File: src/design/tdfe_pkg.sv
`timescale 1ns / 1ps
// ----------------------------------------------------------------------------
// tdfe_pkg
// Types, request, status and config codes of the table driven state machine.
// ----------------------------------------------------------------------------
package tdfe_pkg;

    localparam int MAX_STATES      = 16;
    localparam int MAX_TRANSITIONS = 64;
    localparam int GUARD_COUNT     = 8;
    localparam int STATE_W         = 4;
    localparam int EVENT_W         = 8;
    localparam int GUARD_W         = 4;
    localparam int ACTION_W        = 8;
    localparam int INDEX_W         = 6;
    localparam int SCOUNT_W        = 5;
    localparam int TCOUNT_W        = 7;
    localparam int STATUS_W        = 4;

    localparam logic [2:0] REQ_WRITE_TRANS   = 3'd0;
    localparam logic [2:0] REQ_WRITE_ACTIONS = 3'd1;
    localparam logic [2:0] REQ_START         = 3'd2;
    localparam logic [2:0] REQ_DISPATCH      = 3'd3;
    localparam logic [2:0] REQ_RESET         = 3'd4;
    localparam logic [2:0] REQ_QUERY         = 3'd5;

    localparam logic [STATUS_W-1:0] ST_OK            = 4'd0;
    localparam logic [STATUS_W-1:0] ST_LIMIT         = 4'd1;
    localparam logic [STATUS_W-1:0] ST_INVALID_STATE = 4'd2;
    localparam logic [STATUS_W-1:0] ST_NO_TRANSITION = 4'd3;
    localparam logic [STATUS_W-1:0] ST_GUARD_REJECT  = 4'd4;
    localparam logic [STATUS_W-1:0] ST_DUPLICATE     = 4'd5;
    localparam logic [STATUS_W-1:0] ST_SHADOWED      = 4'd6;
    localparam logic [STATUS_W-1:0] ST_UNREACHABLE   = 4'd7;
    localparam logic [STATUS_W-1:0] ST_UNINITIALIZED = 4'd8;

    localparam logic [1:0] CFG_STATE_COUNT      = 2'd0;
    localparam logic [1:0] CFG_TRANSITION_COUNT = 2'd1;
    localparam logic [1:0] CFG_INITIAL_STATE    = 2'd2;

    typedef struct packed {
        logic [STATE_W-1:0]  from_state;
        logic [EVENT_W-1:0]  event_id;
        logic [STATE_W-1:0]  to_state;
        logic [GUARD_W-1:0]  guard_select;
        logic [ACTION_W-1:0] action_id;
    } entry_t;

    typedef struct packed {
        logic [ACTION_W-1:0] enter_action;
        logic [ACTION_W-1:0] exit_action;
    } actions_t;

endpackage

File: src/design/table_driven_fsm_engine.sv
`timescale 1ns / 1ps
// ----------------------------------------------------------------------------
// table_driven_fsm_engine
// Programmable state machine: transition table and state actions in memory.
// ----------------------------------------------------------------------------
// Requests enter on the in_valid / in_ready channel, one transaction each, and
// every request gives exactly one result on out_valid / out_ready.
// Configuration (state_count, transition_count, initial_state) is written on
// cfg_we / cfg_index / cfg_data while the engine is idle: a rule for the user,
// unenforced. One request is worked on at a time; in_ready is high while idle.
// Work per request, T = transition_count:
//   table or action write, ignored codes, early rejects: straight to the result
//   reset request: exit action read, then enter action read
//   dispatch and query: up to T table entries, one table entry read per cycle
//   start: a duplicate scan of each entry against the earlier ones, then the
//   reachability search, every step bound by the single table port
// A finished result waits in the output register; a new request is taken
// meanwhile, and the engine holds its next result until the register frees.
// Reset clears the machine to not started, current state 0, configuration to
// its defaults; table and action memories keep undefined contents.
module table_driven_fsm_engine
(
    input  logic                            clk,
    input  logic                            rst_n,
    input  logic                            cfg_we,
    input  logic [1:0]                      cfg_index,
    input  logic [6:0]                      cfg_data,
    input  logic                            in_valid,
    output logic                            in_ready,
    input  logic [2:0]                      req_type,
    input  logic [tdfe_pkg::INDEX_W-1:0]    entry_index,
    input  logic [tdfe_pkg::STATE_W-1:0]    from_state,
    input  logic [tdfe_pkg::EVENT_W-1:0]    event_id,
    input  logic [tdfe_pkg::STATE_W-1:0]    to_state,
    input  logic [tdfe_pkg::GUARD_W-1:0]    guard_select,
    input  logic [tdfe_pkg::ACTION_W-1:0]   action_id,
    input  logic [tdfe_pkg::ACTION_W-1:0]   enter_action,
    input  logic [tdfe_pkg::ACTION_W-1:0]   exit_action,
    input  logic [7:0]                      conditions,
    output logic                            out_valid,
    input  logic                            out_ready,
    output logic [tdfe_pkg::STATUS_W-1:0]   status,
    output logic [tdfe_pkg::STATE_W-1:0]    current_state,
    output logic [tdfe_pkg::STATE_W-1:0]    prev_state,
    output logic [tdfe_pkg::ACTION_W-1:0]   exit_fired,
    output logic [tdfe_pkg::ACTION_W-1:0]   transition_fired,
    output logic [tdfe_pkg::ACTION_W-1:0]   enter_fired,
    output logic                            exists
);
    import tdfe_pkg::*;

    typedef enum logic [3:0] {
        S_IDLE,
        S_SCAN,
        S_VRD,
        S_VCHK,
        S_VIN,
        S_BINIT,
        S_BPOP,
        S_BSCAN,
        S_VEND,
        S_ACT_X,
        S_ACT_N,
        S_ACT_E,
        S_FIN
    } state_t;

    // memories
    entry_t   tbl_mem [MAX_TRANSITIONS];
    actions_t act_mem [MAX_STATES];
    entry_t   tbl_q;
    actions_t act_q;
    logic               tbl_re;
    logic [INDEX_W-1:0] tbl_raddr;
    logic               act_re;
    logic [STATE_W-1:0] act_raddr;
    logic               tbl_we;
    logic               act_we;

    state_t state_reg, state_next;
    logic [STATE_W-1:0]  cur_reg, cur_next;
    logic                started_reg, started_next;
    logic [SCOUNT_W-1:0] sc_reg;
    logic [TCOUNT_W-1:0] tc_reg;
    logic [STATE_W-1:0]  init_reg;

    logic [2:0]          req_reg, req_next;
    logic [EVENT_W-1:0]  ev_reg, ev_next;
    logic [7:0]          cond_reg, cond_next;
    logic [TCOUNT_W-1:0] ic_reg, ic_next;
    logic [TCOUNT_W-1:0] lim_reg, lim_next;
    logic                pend_reg, pend_next;
    logic                flag_reg, flag_next;
    logic [TCOUNT_W-1:0] vi_reg, vi_next;
    entry_t              ti_reg, ti_next;
    logic [STATE_W-1:0]  new_reg, new_next;
    logic [STATE_W-1:0]  prev_reg, prev_next;
    logic                left_reg, left_next;

    logic [MAX_STATES-1:0] reach_reg, reach_next;
    logic [STATE_W-1:0]    q_reg [MAX_STATES];
    logic [STATE_W-1:0]    q_next [MAX_STATES];
    logic [SCOUNT_W-1:0]   head_reg, head_next;
    logic [SCOUNT_W-1:0]   tail_reg, tail_next;
    logic [STATE_W-1:0]    bfrom_reg, bfrom_next;

    logic [STATUS_W-1:0] res_status_reg, res_status_next;
    logic [ACTION_W-1:0] res_exf_reg, res_exf_next;
    logic [ACTION_W-1:0] res_trf_reg, res_trf_next;
    logic [ACTION_W-1:0] res_enf_reg, res_enf_next;
    logic                res_exists_reg, res_exists_next;

    logic                out_valid_reg;
    logic [STATUS_W-1:0] out_status_reg;
    logic [STATE_W-1:0]  out_cur_reg;
    logic [STATE_W-1:0]  out_prev_reg;
    logic [ACTION_W-1:0] out_exf_reg;
    logic [ACTION_W-1:0] out_trf_reg;
    logic [ACTION_W-1:0] out_enf_reg;
    logic                out_exists_reg;
    logic                out_load;

    logic [STATUS_W-1:0] shape_st;
    logic [STATUS_W-1:0] run_st;
    logic                scanning;
    logic                issue;
    logic                scan_done;
    logic [MAX_STATES-1:0] used_mask;

    function automatic logic guard_pass(input logic [GUARD_W-1:0] sel,
                                        input logic [7:0] cond);
        logic r;
        if (sel == '0)
            r = 1'b1;
        else if (sel > GUARD_W'(GUARD_COUNT))
            r = 1'b0;
        else
            r = cond[3'(sel - 1'b1)];
        return r;
    endfunction

    always_comb
    begin
        if (sc_reg == '0 || sc_reg > SCOUNT_W'(MAX_STATES))
            shape_st = ST_LIMIT;
        else if (tc_reg > TCOUNT_W'(MAX_TRANSITIONS))
            shape_st = ST_LIMIT;
        else if ({1'b0, init_reg} >= sc_reg)
            shape_st = ST_INVALID_STATE;
        else
            shape_st = ST_OK;
    end

    always_comb
    begin
        if (!started_reg)
            run_st = ST_UNINITIALIZED;
        else if (shape_st != ST_OK)
            run_st = shape_st;
        else if ({1'b0, cur_reg} >= sc_reg)
            run_st = ST_INVALID_STATE;
        else
            run_st = ST_OK;
    end

    always_comb
    begin
        for (int k = 0; k < MAX_STATES; k++)
            used_mask[k] = (SCOUNT_W'(k) < sc_reg);
    end

    assign scanning  = (state_reg == S_SCAN) || (state_reg == S_VIN) ||
                       (state_reg == S_BSCAN);
    assign issue     = scanning && (ic_reg < lim_reg);
    assign scan_done = !pend_reg && (ic_reg >= lim_reg);
    assign in_ready  = (state_reg == S_IDLE);
    assign out_load  = (state_reg == S_FIN) && (!out_valid_reg || out_ready);
    assign tbl_we    = in_valid && in_ready && (req_type == REQ_WRITE_TRANS);
    assign act_we    = in_valid && in_ready && (req_type == REQ_WRITE_ACTIONS);

    always_comb
    begin
        state_next      = state_reg;
        cur_next        = cur_reg;
        started_next    = started_reg;
        req_next        = req_reg;
        ev_next         = ev_reg;
        cond_next       = cond_reg;
        ic_next         = ic_reg + TCOUNT_W'(issue);
        lim_next        = lim_reg;
        pend_next       = issue;
        flag_next       = flag_reg;
        vi_next         = vi_reg;
        ti_next         = ti_reg;
        new_next        = new_reg;
        prev_next       = prev_reg;
        left_next       = left_reg;
        reach_next      = reach_reg;
        q_next          = q_reg;
        head_next       = head_reg;
        tail_next       = tail_reg;
        bfrom_next      = bfrom_reg;
        res_status_next = res_status_reg;
        res_exf_next    = res_exf_reg;
        res_trf_next    = res_trf_reg;
        res_enf_next    = res_enf_reg;
        res_exists_next = res_exists_reg;
        tbl_re          = issue;
        tbl_raddr       = ic_reg[INDEX_W-1:0];
        act_re          = 1'b0;
        act_raddr       = cur_reg;

        case (state_reg)
            S_IDLE:
            begin
                if (in_valid)
                begin
                    req_next        = req_type;
                    ev_next         = event_id;
                    cond_next       = conditions;
                    res_status_next = ST_OK;
                    res_exf_next    = '0;
                    res_trf_next    = '0;
                    res_enf_next    = '0;
                    res_exists_next = 1'b0;
                    left_next       = 1'b0;
                    ic_next         = '0;
                    pend_next       = 1'b0;
                    flag_next       = 1'b0;
                    lim_next        = tc_reg;
                    state_next      = S_FIN;
                    case (req_type)
                        REQ_START:
                        begin
                            if (shape_st != ST_OK)
                            begin
                                res_status_next = shape_st;
                                started_next    = 1'b0;
                                cur_next        = '0;
                            end
                            else if (tc_reg == '0)
                                state_next = S_BINIT;
                            else
                            begin
                                vi_next    = '0;
                                state_next = S_VRD;
                            end
                        end
                        REQ_DISPATCH, REQ_QUERY:
                        begin
                            if (run_st != ST_OK)
                                res_status_next = run_st;
                            else
                                state_next = S_SCAN;
                        end
                        REQ_RESET:
                        begin
                            if (run_st != ST_OK)
                                res_status_next = run_st;
                            else
                            begin
                                left_next  = 1'b1;
                                new_next   = init_reg;
                                state_next = S_ACT_X;
                            end
                        end
                        default:
                        begin
                        end
                    endcase
                end
            end

            S_SCAN:
            begin
                if (pend_reg && tbl_q.from_state == cur_reg && tbl_q.event_id == ev_reg)
                begin
                    if (req_reg == REQ_QUERY)
                    begin
                        res_exists_next = 1'b1;
                        pend_next       = 1'b0;
                        state_next      = S_FIN;
                    end
                    else if (guard_pass(tbl_q.guard_select, cond_reg))
                    begin
                        pend_next = 1'b0;
                        if ({1'b0, tbl_q.to_state} >= sc_reg)
                        begin
                            res_status_next = ST_INVALID_STATE;
                            state_next      = S_FIN;
                        end
                        else
                        begin
                            left_next    = 1'b1;
                            res_trf_next = tbl_q.action_id;
                            new_next     = tbl_q.to_state;
                            state_next   = S_ACT_X;
                        end
                    end
                    else
                        flag_next = 1'b1;
                end
                else if (scan_done)
                begin
                    if (req_reg == REQ_DISPATCH)
                        res_status_next = flag_reg ? ST_GUARD_REJECT : ST_NO_TRANSITION;
                    state_next = S_FIN;
                end
            end

            S_VRD:
            begin
                tbl_re     = 1'b1;
                tbl_raddr  = vi_reg[INDEX_W-1:0];
                state_next = S_VCHK;
            end

            S_VCHK:
            begin
                ti_next   = tbl_q;
                ic_next   = '0;
                pend_next = 1'b0;
                flag_next = 1'b0;
                lim_next  = vi_reg;
                if ({1'b0, tbl_q.from_state} >= sc_reg || {1'b0, tbl_q.to_state} >= sc_reg)
                begin
                    res_status_next = ST_INVALID_STATE;
                    started_next    = 1'b0;
                    cur_next        = '0;
                    state_next      = S_FIN;
                end
                else if (vi_reg == '0)
                begin
                    vi_next    = vi_reg + 1'b1;
                    state_next = (vi_reg + 1'b1 >= tc_reg) ? S_BINIT : S_VRD;
                end
                else
                    state_next = S_VIN;
            end

            // compare entry vi against every earlier entry, in table order
            S_VIN:
            begin
                if (pend_reg && tbl_q.from_state == ti_reg.from_state &&
                    tbl_q.event_id == ti_reg.event_id)
                begin
                    if ((tbl_q.to_state == ti_reg.to_state &&
                         tbl_q.guard_select == ti_reg.guard_select &&
                         tbl_q.action_id == ti_reg.action_id) ||
                        (tbl_q.guard_select == '0 && ti_reg.guard_select == '0))
                    begin
                        res_status_next = ST_DUPLICATE;
                        started_next    = 1'b0;
                        cur_next        = '0;
                        pend_next       = 1'b0;
                        state_next      = S_FIN;
                    end
                    else if (tbl_q.guard_select == '0)
                        flag_next = 1'b1;
                end
                else if (scan_done)
                begin
                    if (flag_reg)
                    begin
                        res_status_next = ST_SHADOWED;
                        started_next    = 1'b0;
                        cur_next        = '0;
                        state_next      = S_FIN;
                    end
                    else
                    begin
                        vi_next    = vi_reg + 1'b1;
                        state_next = (vi_reg + 1'b1 >= tc_reg) ? S_BINIT : S_VRD;
                    end
                end
            end

            S_BINIT:
            begin
                reach_next           = '0;
                reach_next[init_reg] = 1'b1;
                q_next[0]            = init_reg;
                head_next            = '0;
                tail_next            = SCOUNT_W'(1);
                state_next           = S_BPOP;
            end

            S_BPOP:
            begin
                ic_next   = '0;
                pend_next = 1'b0;
                lim_next  = tc_reg;
                if (head_reg < tail_reg)
                begin
                    bfrom_next = q_reg[head_reg[STATE_W-1:0]];
                    head_next  = head_reg + 1'b1;
                    state_next = S_BSCAN;
                end
                else
                    state_next = S_VEND;
            end

            S_BSCAN:
            begin
                if (pend_reg && tbl_q.from_state == bfrom_reg && !reach_reg[tbl_q.to_state])
                begin
                    reach_next[tbl_q.to_state] = 1'b1;
                    if (tail_reg < SCOUNT_W'(MAX_STATES))
                    begin
                        q_next[tail_reg[STATE_W-1:0]] = tbl_q.to_state;
                        tail_next = tail_reg + 1'b1;
                    end
                end
                else if (scan_done)
                    state_next = S_BPOP;
            end

            S_VEND:
            begin
                if ((reach_reg | ~used_mask) != '1)
                begin
                    res_status_next = ST_UNREACHABLE;
                    started_next    = 1'b0;
                    cur_next        = '0;
                    state_next      = S_FIN;
                end
                else
                begin
                    started_next = 1'b1;
                    new_next     = init_reg;
                    state_next   = S_ACT_N;
                end
            end

            S_ACT_X:
            begin
                act_re     = 1'b1;
                act_raddr  = cur_reg;
                prev_next  = cur_reg;
                state_next = S_ACT_N;
            end

            S_ACT_N:
            begin
                if (left_reg)
                    res_exf_next = act_q.exit_action;
                act_re     = 1'b1;
                act_raddr  = new_reg;
                state_next = S_ACT_E;
            end

            S_ACT_E:
            begin
                res_enf_next = act_q.enter_action;
                cur_next     = new_reg;
                state_next   = S_FIN;
            end

            S_FIN:
            begin
                if (out_load)
                    state_next = S_IDLE;
            end

            default:
                state_next = S_IDLE;
        endcase
    end

    always_ff @(posedge clk)
    begin
        if (tbl_we)
            tbl_mem[entry_index] <= '{from_state, event_id, to_state, guard_select, action_id};
        if (tbl_re)
            tbl_q <= tbl_mem[tbl_raddr];
    end

    always_ff @(posedge clk)
    begin
        if (act_we)
            act_mem[from_state] <= '{enter_action, exit_action};
        if (act_re)
            act_q <= act_mem[act_raddr];
    end

    always_ff @(posedge clk or negedge rst_n)
    begin
        if (!rst_n)
        begin
            state_reg     <= S_IDLE;
            cur_reg       <= '0;
            started_reg   <= 1'b0;
            sc_reg        <= SCOUNT_W'(1);
            tc_reg        <= '0;
            init_reg      <= '0;
            pend_reg      <= 1'b0;
            ic_reg        <= '0;
            lim_reg       <= '0;
            flag_reg      <= 1'b0;
            left_reg      <= 1'b0;
            reach_reg     <= '0;
            head_reg      <= '0;
            tail_reg      <= '0;
            out_valid_reg <= 1'b0;
        end
        else
        begin
            state_reg   <= state_next;
            cur_reg     <= cur_next;
            started_reg <= started_next;
            pend_reg    <= pend_next;
            ic_reg      <= ic_next;
            lim_reg     <= lim_next;
            flag_reg    <= flag_next;
            left_reg    <= left_next;
            reach_reg   <= reach_next;
            head_reg    <= head_next;
            tail_reg    <= tail_next;
            if (cfg_we)
            begin
                case (cfg_index)
                    CFG_STATE_COUNT:      sc_reg   <= cfg_data[SCOUNT_W-1:0];
                    CFG_TRANSITION_COUNT: tc_reg   <= cfg_data[TCOUNT_W-1:0];
                    CFG_INITIAL_STATE:    init_reg <= cfg_data[STATE_W-1:0];
                    default:
                    begin
                    end
                endcase
            end
            if (out_load)
                out_valid_reg <= 1'b1;
            else if (out_ready)
                out_valid_reg <= 1'b0;
        end
    end

    // payload registers
    always_ff @(posedge clk)
    begin
        req_reg        <= req_next;
        ev_reg         <= ev_next;
        cond_reg       <= cond_next;
        vi_reg         <= vi_next;
        ti_reg         <= ti_next;
        new_reg        <= new_next;
        prev_reg       <= prev_next;
        q_reg          <= q_next;
        bfrom_reg      <= bfrom_next;
        res_status_reg <= res_status_next;
        res_exf_reg    <= res_exf_next;
        res_trf_reg    <= res_trf_next;
        res_enf_reg    <= res_enf_next;
        res_exists_reg <= res_exists_next;
        if (out_load)
        begin
            out_status_reg <= res_status_reg;
            out_cur_reg    <= cur_reg;
            out_prev_reg   <= left_reg ? prev_reg : cur_reg;
            out_exf_reg    <= res_exf_reg;
            out_trf_reg    <= res_trf_reg;
            out_enf_reg    <= res_enf_reg;
            out_exists_reg <= res_exists_reg;
        end
    end

    assign out_valid        = out_valid_reg;
    assign status           = out_status_reg;
    assign current_state    = out_cur_reg;
    assign prev_state       = out_prev_reg;
    assign exit_fired       = out_exf_reg;
    assign transition_fired = out_trf_reg;
    assign enter_fired      = out_enf_reg;
    assign exists           = out_exists_reg;

    a_accept_leaves_idle: assert property (@(posedge clk) disable iff (!rst_n)
        (in_valid && in_ready) |=> !in_ready)
        else $error("engine stayed idle after a request transaction");

    a_stopped_state_zero: assert property (@(posedge clk) disable iff (!rst_n)
        !started_reg |-> (cur_reg == '0))
        else $error("current state not zero while not started");

    a_queue_bound: assert property (@(posedge clk) disable iff (!rst_n)
        tail_reg <= SCOUNT_W'(MAX_STATES))
        else $error("visit queue overflow");

    a_pend_follows_read: assert property (@(posedge clk) disable iff (!rst_n)
        pend_reg |-> $past(tbl_re))
        else $error("table data marked pending without a read");

endmodule

File: config.mk
export PLATFORM = sky130hd
export DESIGN_NAME = table_driven_fsm_engine
export DESIGN_NICKNAME = d
export VERILOG_FILES = /design/src/design/tdfe_pkg.sv /design/src/design/table_driven_fsm_engine.sv
export SDC_FILE = /design/constraint.sdc
export NUM_CORES = 2
export LEC_CHECK = 0
export BUFFER_PORTS_ARGS = -buffer_cell sky130_fd_sc_hd__buf_2
export CAP_MARGIN = 20
export CORE_MARGIN = 4
export CORE_UTILIZATION = 54
export CTS_BUF_LIST = sky130_fd_sc_hd__clkbuf_4 sky130_fd_sc_hd__clkbuf_8 sky130_fd_sc_hd__clkbuf_16
export DETAILED_ROUTE_END_ITERATION = 6
export MAX_ROUTING_LAYER = met4
export PLACE_DENSITY = 0.72
export SLEW_MARGIN = 0
export SYNTH_ARGS = -nofsm -noshare
export SYNTH_HDL_FRONTEND = slang
export SYNTH_SLANG_ARGS = --single-unit
File: constraint.sdc
create_clock -name clk -period 9.85 [get_ports clk]
set_input_delay 0.4925 -clock clk [delete_from_list [all_inputs] [get_ports clk]]
set_output_delay 0.4925 -clock clk [all_outputs]
set_load 0.02 [all_outputs]
==> impl_metrics.csv <==
group,metric,value,unit
sta,worst_slack,4.46,ns
worst_setup_path,crit_required,10.41,ns
die,dieArea,177000,µm²
yosys,synth_fp_nets,4917,
die,start_util,54.3,%
clock_network,cts.htree.levels,4,
worst_setup_path,worst-path-max-fanout,86,
pwr,seqPwrFrac,56.5,%
flow_run,max_cap_violations,0,
clock_network,cts_made_buffers,221,
placement,port_buffers,113,
die,core,169000,µm²
worst_setup_path,max_stage_delay,0.83,ns
sta,finalCritPeriodShare,54.7,%
sta,fin_tns_setup,0,ns
clock_network,clock_sinks,2357,
sta,finalSetupViolations,0,
routing,vias,48200,
clock_network,cts_tree,"yes",
grt,grt_max_degree,133,
yosys,synth_edf_count,2288,
pwr,p_switching,0.00396,W
layout,nNetsFinal,5189,
yosys,synth_area_per_cell,19.2,µm²
clock_network,path_clk_slew,0.07,ns
worst_setup_path,cp_cell_sequence,"nor4b_4, buf_4, mux2i_4, buf_12, buf_12, mux4_2, a22oi_1, nand2_1, a221oi_1, nand3b_1",
sta,slew_headroom,14.1,%
routing,first_pass_iters,5,
clock_network,ctsRootBufferMaster,"clkbuf_16",
pwr,switching_share,20.3,%
yosys,synth-seq-area-share,76.6,%
placement,hpwl,134000,µm
yosys,synth_ff_type,"edfxtp_1",
layout,instances_no_fill,7475,
routing,routed_wl,231000,µm
clock_network,cts_resized,0,
placement,globalplace.congestion,0.943,
yosys,synthCells,4797,
pwr,p_leak,32.4,nW
placement,dp.cells,7025,
worst_hold_path,hold_depth,4,
die,num_io_pins,114,
layout,drive_above_1_share,22.6,%
worst_setup_path,r2r_cells,10,
clock_network,clockBufferDepth,3,
sta,max_freq,186,MHz
layout,area.growth.synth_to_final,12.5,%
worst_setup_path,startpoint_type,"register",
placement,pre_cts_ws,4.48,ns
routing,post-route-drc-count,0,
worst_setup_path,critPathBufInv,3,
clock_network,clk_latency,0.86,ns
pwr,pwr-share-comb,1.7,%
pwr,p_per_area,188,nW/µm²
worst_hold_path,hp-class,"primary input to register",
grt,grt_first_pass_wirelength,334000,µm
yosys,synth_cell_types,67,
worst_setup_path,cp.arrival,5.96,ns
worst_setup_path,crit_family,"buffers and inverters",
sta,rsz0062_at_grt,"false",
pwr,power_frac_clock,41.8,%
worst_setup_path,cp_slowest_cell,"a221oi_1",
die,rows,151,
grt,antenna_found_initial,19,
sta,worst_slew_pin_slew,1.27,ns
yosys,syn_area,92000,µm²
routing,ant_nets,0,
pwr,totalPowerFinal,0.0195,W
grt,grt_pass1_vias,47200,
routing,wl_per_cell,30.9,µm
sta,report.final.hold_viol_count,0,
worst_setup_path,cp_common_cell,"buf_12",
sta,fin_skew,0.0682,ns
clock_network,post-cts-setup-buffer-count,0,
pwr,intPower,0.0155,W
worst_setup_path,crit_cells,10,
yosys,async_flop_share,2.93,%
layout,final_core_util,61.1,%
routing,drt_iter0_drc,6984,
grt,grt_overflow,0,
run_status,status,"finished clean",
die,die_x,421,µm
die,fp.dieH,421,µm
worst_setup_path,endpoint_kind,"register",
layout,largest_reg_flops,1792,
sta,drv_slew,0,
yosys,synth-warning-count,0,
grt,grt_use_total,27.1,%
yosys,ys_ff_latch,2357,
sta,period_needed,5.39,ns
pwr,peakVddDrop,178,µV
worst_setup_path,criticalPathCategory,"register to register",
routing,vias_per_cell,6.45,
worst reg2reg max path, cell delays in order, from the launching register on:
cell      delay [ns]
dfrtp_1         0.72
nor4b_4         0.34
buf_4           0.34
mux2i_4         0.52
buf_12          0.49
buf_12          0.71
mux4_2          0.65
a22oi_1         0.22
nand2_1         0.14
a221oi_1        0.83
nand3b_1        0.13
area by class of cell:
| class | count | area (µm²) |
|---|---|---|
| Tap cell | 2218 | 2780 |
| Inverter | 42 | 158 |
| Antenna cell | 7 | 17.5 |
| Sequential cell | 2357 | 70400 |
| Clock buffer | 267 | 5890 |
| Multi-Input combinational cell | 2164 | 21000 |
| Timing Repair Buffer | 283 | 2150 |
| Clock inverter | 137 | 1040 |
| Fill cell | 11700 | 65800 |
cells in the mapped netlist, types with 25 or more instances:
master | instances | area share [%]
a21oi_1 | 49 | 0.27
a22oi_1 | 162 | 1.3
a31oi_1 | 90 | 0.61
and2_1 | 52 | 0.35
buf_1 | 28 | 0.11
buf_2 | 69 | 0.38
clkbuf_1 | 119 | 0.49
dfrtp_1 | 68 | 1.9
edfxtp_1 | 2288 | 75
ha_1 | 45 | 0.61
inv_1 | 41 | 0.17
mux4_2 | 465 | 11
nand2_1 | 474 | 1.9
nand2b_1 | 26 | 0.18
nand3_1 | 102 | 0.56
nand3b_1 | 32 | 0.26
nand4_1 | 42 | 0.29
nor2_1 | 195 | 0.80
nor3_1 | 25 | 0.14
o21ai_0 | 82 | 0.45
xnor2_1 | 32 | 0.30
xor2_1 | 27 | 0.26
power by group through the flow:
stage                     combinational (W)  clock (W)  sequential, W
final                              0.000336    0.00814         0.0110
after floorplan                   0.0000962          0         0.0112
after global routing               0.000363    0.00867         0.0110
after detailed placement           0.000318          0         0.0112
after global placement             0.000302          0         0.0112
after CTS                          0.000332    0.00822         0.0110
cells by family (layout without fill, tap and decap cells):
group,count (synthesis),count (layout),share of synthesized area (%)
buffers and inverters,276,729,1.31
AND/OR/NAND/NOR,1034,1034,5.14
flip-flops,2357,2357,76.6
other,0,7,0
AO/OA/AOI/OAI,522,522,3.95
XOR/XNOR,59,59,0.562
adder cells (fa/ha/maj),45,45,0.612
multiplexers,504,504,11.8
per-layer routing:
| layer | routed length (µm) | global-route usage [%] | vias to the layer above |
|---|---|---|---|
| met5 | 0 | - | - |
| met3 | 25200 | 6.18 | 395 |
| met2 | 108000 | 39.9 | 2739 |
| met4 | 8100 | 8.84 | 0 |
| li1 | - | - | 20000 |
| met1 | 89500 | 38.2 | 25000 |
worst paths after layout:
path | from | to | slack (ns)
max | state_reg[1]$_DFFE_PN0P_ | tbl_q[11]$_DFFE_PP_ | 4.46
max in group asynchronous | rst_n | ic_reg[5]$_DFF_PN0_ | 8.86
min | cfg_index[1] | sc_reg[1]$_DFFE_PN0P_ | 0.07
max reg2reg | state_reg[1]$_DFFE_PN0P_ | tbl_q[11]$_DFFE_PP_ | 4.46
min in group asynchronous | rst_n | init_reg[3]$_DFFE_PN0P_ | 0.35
min reg2reg | res_exf_reg[7]$_SDFFCE_PN0P_ | exit_fired[7]$_DFFE_PP_ | 0.42
through the flow:
stage               hold slack [ns]  instance area, µm²
detailed placement            0.405               96100
finish                       0.0659              103000
global placement              0.405               95900
global route                 0.0769              103000
CTS                         0.00437              103000
floorplan                     0.197               92000
layout by cell type (no fill, tap or decap), drive strengths merged, types with 82 or more instances in the layout:
master,netlist,layout
a22oi,162,162
a31oi,90,90
buf,115,246
clkbuf,119,268
clkinv,1,120
edfxtp,2288,2288
mux4,465,465
nand2,474,474
nand3,102,102
nor2,196,196
o21ai,82,82
what timing repair did:
item / in CTS / in global routing
endpoints found under the hold margin: 351 / 0
endpoints found under the setup margin: 0 / 0
hold buffers: 36 / 0
Note: power is estimated with default switching activity, not from simulation.
